## src/design/rbd_pkg.sv

```systemverilog
// rbd_pkg: shared constants, types and pointer helpers for the ring buffer deque
// no dependencies; imported by rbd_ctrl, rbd_dp and ring_buffer_deque_top

package rbd_pkg;

    localparam int DEPTH       = 16;
    localparam int DATA_WIDTH  = 32;
    localparam int OP_WIDTH    = 3;
    localparam int INDEX_WIDTH = 4;
    localparam int STAT_WIDTH  = 2;
    localparam int PTR_W       = $clog2(DEPTH);
    localparam int CNT_W       = $clog2(DEPTH + 1);
    localparam int SUM_W       = ((PTR_W > INDEX_WIDTH) ? PTR_W : INDEX_WIDTH) + 1;
    localparam int CMP_W       = (CNT_W > INDEX_WIDTH) ? CNT_W : INDEX_WIDTH;

    typedef logic [PTR_W-1:0] ptr_t;
    typedef logic [CNT_W-1:0] cnt_t;

    typedef enum logic [OP_WIDTH-1:0] {
        OP_PUSH_FRONT = 3'd0,
        OP_PUSH_BACK  = 3'd1,
        OP_POP_FRONT  = 3'd2,
        OP_POP_BACK   = 3'd3,
        OP_PEEK_FRONT = 3'd4,
        OP_PEEK_BACK  = 3'd5,
        OP_GET        = 3'd6
    } opcode_t;

    typedef enum logic [STAT_WIDTH-1:0] {
        STAT_OK   = 2'd0,
        STAT_FULL = 2'd1,
        STAT_ERR  = 2'd2
    } status_t;

    typedef struct packed {
        logic load;
        logic exec;
    } rbd_cmd_t;

    function automatic ptr_t ptr_inc(input ptr_t p);
        return (p == PTR_W'(DEPTH - 1)) ? '0 : p + PTR_W'(1);
    endfunction

    function automatic ptr_t ptr_dec(input ptr_t p);
        return (p == '0) ? PTR_W'(DEPTH - 1) : p - PTR_W'(1);
    endfunction

endpackage

```

## src/design/ring_buffer_deque_top.sv

```systemverilog
// ring_buffer_deque_top: an input transaction is loaded into the operand registers,
// then the single execute step on the slot store loads the result registers, which
// hold until taken with m_ready; s_ready stays low, so no new transaction is accepted
// before that; synchronous active-low reset clears pointers, count and sequencer; slots are
// not cleared and hold garbage until written
// depends on rbd_pkg, rbd_ctrl, rbd_dp

module ring_buffer_deque_top import rbd_pkg::*; (
    input  logic                   aclk,
    input  logic                   aresetn,
    input  logic                   s_valid,
    output logic                   s_ready,
    input  logic [OP_WIDTH-1:0]    s_opcode,
    input  logic [DATA_WIDTH-1:0]  s_value,
    input  logic [INDEX_WIDTH-1:0] s_index,
    output logic                   m_valid,
    input  logic                   m_ready,
    output logic [DATA_WIDTH-1:0]  m_data,
    output logic [STAT_WIDTH-1:0]  m_status,
    output logic [CNT_W-1:0]       m_occupancy
);

    rbd_cmd_t cmd;

    rbd_ctrl u_ctrl (
        .aclk    (aclk),
        .aresetn (aresetn),
        .s_valid (s_valid),
        .s_ready (s_ready),
        .m_valid (m_valid),
        .m_ready (m_ready),
        .cmd     (cmd)
    );

    rbd_dp u_dp (
        .aclk        (aclk),
        .aresetn     (aresetn),
        .cmd         (cmd),
        .s_opcode    (s_opcode),
        .s_value     (s_value),
        .s_index     (s_index),
        .m_data      (m_data),
        .m_status    (m_status),
        .m_occupancy (m_occupancy)
    );

endmodule

```

## src/design/rbd_ctrl.sv

```systemverilog
// rbd_ctrl: transaction sequencer for the ring buffer deque
// depends on rbd_pkg; drives load and execute commands into rbd_dp

module rbd_ctrl import rbd_pkg::*; (
    input  logic     aclk,
    input  logic     aresetn,
    input  logic     s_valid,
    output logic     s_ready,
    output logic     m_valid,
    input  logic     m_ready,
    output rbd_cmd_t cmd
);

    typedef enum logic [2:0] {
        S_IDLE = 3'b001,
        S_EXEC = 3'b010,
        S_DONE = 3'b100
    } state_t;

    state_t state_reg, state_next;

    always_comb begin
        state_next = state_reg;
        unique case (state_reg)
            S_IDLE: begin
                if (s_valid) begin
                    state_next = S_EXEC;
                end
            end
            S_EXEC: begin
                state_next = S_DONE;
            end
            S_DONE: begin
                if (m_ready) begin
                    state_next = S_IDLE;
                end
            end
            default: begin
                state_next = S_IDLE;
            end
        endcase
    end

    always_ff @(posedge aclk) begin
        if (!aresetn) begin
            state_reg <= S_IDLE;
        end else begin
            state_reg <= state_next;
        end
    end

    assign s_ready  = (state_reg == S_IDLE);
    assign m_valid  = (state_reg == S_DONE);
    assign cmd.load = s_valid && (state_reg == S_IDLE);
    assign cmd.exec = (state_reg == S_EXEC);

endmodule

```

## src/design/rbd_dp.sv

```systemverilog
// rbd_dp: slot store, head/tail pointers, count and result registers
// depends on rbd_pkg; commanded by rbd_ctrl

module rbd_dp import rbd_pkg::*; (
    input  logic                   aclk,
    input  logic                   aresetn,
    input  rbd_cmd_t               cmd,
    input  logic [OP_WIDTH-1:0]    s_opcode,
    input  logic [DATA_WIDTH-1:0]  s_value,
    input  logic [INDEX_WIDTH-1:0] s_index,
    output logic [DATA_WIDTH-1:0]  m_data,
    output logic [STAT_WIDTH-1:0]  m_status,
    output logic [CNT_W-1:0]       m_occupancy
);

    logic [DATA_WIDTH-1:0] mem [DEPTH];

    logic [OP_WIDTH-1:0]    op_reg;
    logic [DATA_WIDTH-1:0]  value_reg;
    logic [INDEX_WIDTH-1:0] index_reg;

    ptr_t head_reg, head_next;
    ptr_t tail_reg, tail_next;
    cnt_t count_reg, count_next;

    logic [DATA_WIDTH-1:0] rd_data_reg;
    status_t               status_reg, status_next;
    cnt_t                  occ_reg;
    logic                  use_mem_reg, use_mem_next;
    logic                  zero_reg, zero_next;

    logic       wr_en, rd_en;
    ptr_t       wr_addr, rd_addr, get_addr;
    logic       empty, full, idx_ok;
    logic [SUM_W-1:0] get_sum;

    assign empty  = (count_reg == '0);
    assign full   = (count_reg == CNT_W'(DEPTH));
    assign idx_ok = (CMP_W'(index_reg) < CMP_W'(count_reg));

    always_comb begin
        get_sum = SUM_W'(head_reg) + SUM_W'(index_reg);
        if (get_sum >= SUM_W'(DEPTH)) begin
            get_sum = get_sum - SUM_W'(DEPTH);
        end
        get_addr = get_sum[PTR_W-1:0];
    end

    always_comb begin
        wr_en        = 1'b0;
        rd_en        = 1'b0;
        wr_addr      = head_reg;
        rd_addr      = head_reg;
        head_next    = head_reg;
        tail_next    = tail_reg;
        count_next   = count_reg;
        status_next  = STAT_ERR;
        use_mem_next = 1'b0;
        zero_next    = 1'b0;
        unique case (op_reg)
            OP_PUSH_FRONT: begin
                zero_next = 1'b1;
                if (full) begin
                    status_next = STAT_FULL;
                end else begin
                    wr_en       = 1'b1;
                    wr_addr     = ptr_dec(head_reg);
                    head_next   = wr_addr;
                    tail_next   = empty ? wr_addr : tail_reg;
                    count_next  = count_reg + CNT_W'(1);
                    status_next = STAT_OK;
                end
            end
            OP_PUSH_BACK: begin
                zero_next = 1'b1;
                if (full) begin
                    status_next = STAT_FULL;
                end else begin
                    wr_en       = 1'b1;
                    wr_addr     = ptr_inc(tail_reg);
                    tail_next   = wr_addr;
                    head_next   = empty ? wr_addr : head_reg;
                    count_next  = count_reg + CNT_W'(1);
                    status_next = STAT_OK;
                end
            end
            OP_POP_FRONT, OP_PEEK_FRONT: begin
                if (!empty) begin
                    rd_en        = 1'b1;
                    rd_addr      = head_reg;
                    use_mem_next = 1'b1;
                    status_next  = STAT_OK;
                    if (op_reg == OP_POP_FRONT) begin
                        head_next  = ptr_inc(head_reg);
                        count_next = count_reg - CNT_W'(1);
                    end
                end
            end
            OP_POP_BACK, OP_PEEK_BACK: begin
                if (!empty) begin
                    rd_en        = 1'b1;
                    rd_addr      = tail_reg;
                    use_mem_next = 1'b1;
                    status_next  = STAT_OK;
                    if (op_reg == OP_POP_BACK) begin
                        tail_next  = ptr_dec(tail_reg);
                        count_next = count_reg - CNT_W'(1);
                    end
                end
            end
            OP_GET: begin
                if (idx_ok) begin
                    rd_en        = 1'b1;
                    rd_addr      = get_addr;
                    use_mem_next = 1'b1;
                    status_next  = STAT_OK;
                end
            end
            default: begin
                status_next = STAT_ERR;
            end
        endcase
    end

    // operand capture
    always_ff @(posedge aclk) begin
        if (cmd.load) begin
            op_reg    <= s_opcode;
            value_reg <= s_value;
            index_reg <= s_index;
        end
    end

    // slot store
    always_ff @(posedge aclk) begin
        if (cmd.exec && wr_en) begin
            mem[wr_addr] <= value_reg;
        end
        if (cmd.exec && rd_en) begin
            rd_data_reg <= mem[rd_addr];
        end
    end

    always_ff @(posedge aclk) begin
        if (!aresetn) begin
            head_reg  <= '0;
            tail_reg  <= '0;
            count_reg <= '0;
        end else if (cmd.exec) begin
            head_reg  <= head_next;
            tail_reg  <= tail_next;
            count_reg <= count_next;
        end
    end

    always_ff @(posedge aclk) begin
        if (cmd.exec) begin
            status_reg  <= status_next;
            occ_reg     <= count_next;
            use_mem_reg <= use_mem_next;
            zero_reg    <= zero_next;
        end
    end

    assign m_data      = use_mem_reg ? rd_data_reg : (zero_reg ? '0 : '1);
    assign m_status    = status_reg;
    assign m_occupancy = occ_reg;

    a_count_range: assert property (@(posedge aclk) disable iff (!aresetn)
        count_reg <= CNT_W'(DEPTH))
        else $error("count above capacity");

    a_full_push_holds: assert property (@(posedge aclk) disable iff (!aresetn)
        cmd.exec && full && (op_reg == OP_PUSH_FRONT || op_reg == OP_PUSH_BACK)
        |=> count_reg == $past(count_reg) && head_reg == $past(head_reg)
            && tail_reg == $past(tail_reg))
        else $error("refused push changed state");

    a_pop_decrements: assert property (@(posedge aclk) disable iff (!aresetn)
        cmd.exec && !empty && (op_reg == OP_POP_FRONT || op_reg == OP_POP_BACK)
        |=> count_reg == $past(count_reg) - CNT_W'(1))
        else $error("pop did not decrement count");

    a_single_ptrs_meet: assert property (@(posedge aclk) disable iff (!aresetn)
        count_reg == CNT_W'(1) |-> head_reg == tail_reg)
        else $error("head and tail differ with one word stored");

endmodule
```

## config.mk

```make
export PLATFORM = sky130hd
export DESIGN_NAME = ring_buffer_deque_top
export DESIGN_NICKNAME = d
export VERILOG_FILES = /design/src/design/rbd_pkg.sv /design/src/design/ring_buffer_deque_top.sv /design/src/design/rbd_ctrl.sv /design/src/design/rbd_dp.sv
export SDC_FILE = /design/constraint.sdc
export NUM_CORES = 1
export LEC_CHECK = 0
export ABC_AREA = 1
export BUFFER_PORTS_ARGS = -buffer_cell sky130_fd_sc_hd__buf_4
export CORE_UTILIZATION = 45
export CTS_CLUSTER_DIAMETER = 60
export DETAILED_ROUTE_END_ITERATION = 8
export GPL_ROUTABILITY_DRIVEN = 0
export MAX_ROUTING_LAYER = met4
export SLEW_MARGIN = 20
export SYNTH_ARGS = -nofsm -noshare
export SYNTH_HDL_FRONTEND = slang
export SYNTH_SLANG_ARGS = --single-unit
```

## constraint.sdc

```tcl
create_clock -name aclk -period 8.1 [get_ports aclk]
set_clock_uncertainty 0.2 [all_clocks]
set_input_delay 1.215 -clock aclk [delete_from_list [all_inputs] [get_ports aclk]]
set_output_delay 1.215 -clock aclk [all_outputs]
set_load 0.005 [all_outputs]
```

==> results.sh <==
export IMPL_post_route_min_period_ns=4.83
export IMPL_hold_depth=2
export IMPL_status="completed"
export IMPL_r2r_start="u_dp.count_reg[3]$_SDFFE_PN0P_"
export IMPL_ys_ff_latch=608
export IMPL_overflow=0
export IMPL_required_ns=8.25
export IMPL_nets=2595
export IMPL_synth_edf_count=592
export IMPL_cts_buffers=68
export IMPL_drive_gt1_share_pct=9.62
export IMPL_fill_cells=5124
export IMPL_p_per_area_mw_per_mm2=225
export IMPL_timing_fmax_mhz=207
export IMPL_synth_top_area_cell="edfxtp_1"
export IMPL_cts_num_sinks=608
export IMPL_worstRegToRegCells=16
export IMPL_synth_area_mm2=0.0267
export IMPL_die_area_mm2=0.0603
export IMPL_highest_layer="met4"
export IMPL_p_leak_nw=12.1
export IMPL_insertion_delay_ns=0.59
export IMPL_synth_top_area_share_pct=66.6
export IMPL_final_core_util_pct=51.6
export IMPL_root_buffer="clkbuf_16"
export IMPL_ys_warn_count=0
export IMPL_core_region_area_mm2=0.0581
export IMPL_grt_setup_unrepaired="no"
export IMPL_cap_viol_max_count=0
export IMPL_cp_start_kind="register"
export IMPL_ys_async_sr_fraction_pct=0
export IMPL_viasPerCell=5.41
export IMPL_ctsLongestPathBuffers=3
export IMPL_cts_tree="done"
export IMPL_r2r_setup_slack_ns=3.27
export IMPL_grt_pass1_wl_um=104000
export IMPL_syn_to_final_growth_pct=12.4
export IMPL_irDropWorstVdd_v=0.000161
export IMPL_netlist_instances=2495
export IMPL_setup_tns_ns=0
export IMPL_hp_class="register to register"
export IMPL_htree_levels=3
export IMPL_met2_length_um=32000
export IMPL_postCtsHoldBufs=0
export IMPL_drc=0
export IMPL_slew_viol_final=0
export IMPL_worst_pin_slew_ns=1.13
export IMPL_synth_nets=2551
export IMPL_first_global_vias=17468
export IMPL_initial_core_util_pct=45.9
export IMPL_diodes=0
export IMPL_totalWireLength_um=68400
export IMPL_path_clk_slew_ns=0.05
export IMPL_cp_end_kind="register"
export IMPL_num_io_pins=84
export IMPL_postCtsSetupRepairBufs=0
export IMPL_relSlewSlack_pct=24.6
export IMPL_antenna_left=0
export IMPL_rows=88
export IMPL_wl_per_cell_um=20.4
export IMPL_dp_hpwl_um=33600
export IMPL_synthFlopType="edfxtp_1"
export IMPL_num_vias=18135
export IMPL_wl_met1_um=30100
export IMPL_grt_max_degree=111
export IMPL_cp_max_fo=110
export IMPL_power_mw=6.75
export IMPL_cp_data_arrival_time_ns=4.98
export IMPL_multiInputGateArea_mm2=0.00672
export IMPL_grt_usage_pct=23.7
export IMPL_post_cts_resized=0
export IMPL_min_delay_start="u_dp.tail_reg[1]$_SDFFE_PN0P_"
export IMPL_drtPass1Iterations=6
export IMPL_largest_register_ffs=512
export IMPL_regArea_mm2=0.0181
export IMPL_avgSynthCellArea_um2=10.7
export IMPL_period_share_pct=59.7
export IMPL_hold_path_end="u_dp.tail_reg[1]$_SDFFE_PN0P_"
export IMPL_final_hold_violation_count=0
export IMPL_die_w_um=246
export IMPL_ys_seq_area_share_pct=67.8
export IMPL_drt_iter0_drc=1957
export IMPL_synthTopCellsByArea="edfxtp_1, nand3_1, nand2_1"
export IMPL_finalSetupViolCount=0
export IMPL_synth_cell_types=37
export IMPL_crit_type="register to register"
export IMPL_numPortBuffers=83
export IMPL_r2r_end="u_dp.rd_data_reg[3]$_DFFE_PP_"
export IMPL_antenna_found_initial=1
export IMPL_die_h_um=246
export IMPL_wl_met3_um=4590
==> layout by cell type (no fill, tap or decap), types with 10 or more instances in the layout <==
| cell | instances |
|---|---|
| buf_4 | 117 |
| o21ai_0 | 23 |
| a21oi_1 | 19 |
| nand3_1 | 596 |
| clkinv_1 | 17 |
| edfxtp_1 | 592 |
| nor3_1 | 11 |
| dfxtp_1 | 16 |
| clkinv_2 | 10 |
| nor2_1 | 22 |
| nand3b_1 | 32 |
| nor2_4 | 18 |
| xor2_1 | 12 |
| clkbuf_16 | 70 |
| inv_1 | 343 |
| nand2_1 | 601 |
| ha_1 | 12 |
| clkbuf_1 | 14 |
==> cells by family (layout without fill, tap and decap cells) <==
family | after synthesis | after routing | synth area share (%)
xor+xnor | 13 | 13 | 0.427
simple gates | 1299 | 1299 | 21.9
flops | 608 | 608 | 67.8
compound gates | 69 | 69 | 1.49
fa+ha+maj | 13 | 13 | 0.638
buf+inv | 493 | 587 | 7.75
==> synth_stat cells, types with 5 or more instances <==
cell type,n
edfxtp_1,592
o21ai_0,23
nor3_1,11
ha_1,12
a31oi_1,5
buf_4,25
nand3_1,597
xor2_1,12
nand2_1,601
dfxtp_1,16
inv_1,344
inv_2,5
nand3b_1,32
a21oi_1,22
buf_2,93
clkbuf_1,22
nor2_1,39
==> layer usage <==
layer	global-route usage, %	vias up
li1	-	8531
met1	31.8	8820
met2	37.2	654
met3	3.91	130
met4	6.56	0
met5	-	-
==> report_power, final <==
part           total [mW]  internal (mW)  switching (mW)
sequential           3.57           3.51          0.0615
clock                2.84           1.62            1.22
combinational       0.336          0.103           0.234
total                6.75           5.23            1.52
==> worst max-delay path by stage <==
stage	cells past startpoint	slack, ns	start	end
after global routing	16	2.85	u_dp.count_reg[3]$_SDFFE_PN0P_	u_dp.rd_data_reg[6]$_DFFE_PP_
after detailed placement	16	3.35	u_dp.count_reg[3]$_SDFFE_PN0P_	u_dp.rd_data_reg[3]$_DFFE_PP_
after global placement	16	3.44	u_dp.count_reg[3]$_SDFFE_PN0P_	u_dp.rd_data_reg[10]$_DFFE_PP_
after floorplan	13	4.43	u_dp.count_reg[0]$_SDFFE_PN0P_	u_dp.mem[0][0]$_DFFE_PP_
final	16	3.27	u_dp.count_reg[3]$_SDFFE_PN0P_	u_dp.rd_data_reg[3]$_DFFE_PP_
after CTS	16	3.32	u_dp.count_reg[3]$_SDFFE_PN0P_	u_dp.rd_data_reg[3]$_DFFE_PP_
==> layout make-up <==
class                      instances  share of cell area, %
multi-input combinational       1394                   22.4
inverter                         350                   4.38
tap                              765                   3.19
clock buffer                      84                   6.01
clock inverter                    36                  0.767
timing repair buffer             117                   2.93
sequential                       608                   60.3
==> worst max-delay path, stage by stage (launching register included) <==
cell and delay (ns):
dfxtp_1 0.43, inv_1 0.12, ha_1 0.29, inv_1 0.03
nor2_1 0.14, nand3_1 0.14, nand3_1 0.11, nand2_1 0.08
nand2_2 0.21, nand2_8 0.46, nand2_8 0.80, buf_4 0.91
nand2_1 0.11, nand3_1 0.13, nand3_1 0.10, nand3_1 0.13
nand2_1 0.06
==> per-stage QoR <==
stage                     instances  instance area, um2  setup slack (ns)  hold WS [ns]
after floorplan                2495               26700              4.43         0.289
after global placement         3234               28000              3.44         0.328
after detailed placement       3234               28000              3.35         0.347
after CTS                      3354               30000              3.32         0.355
after global routing           3354               30000              2.85         0.410
final                          3354               30000              3.27         0.361
Power figures use the tool's default switching activity.
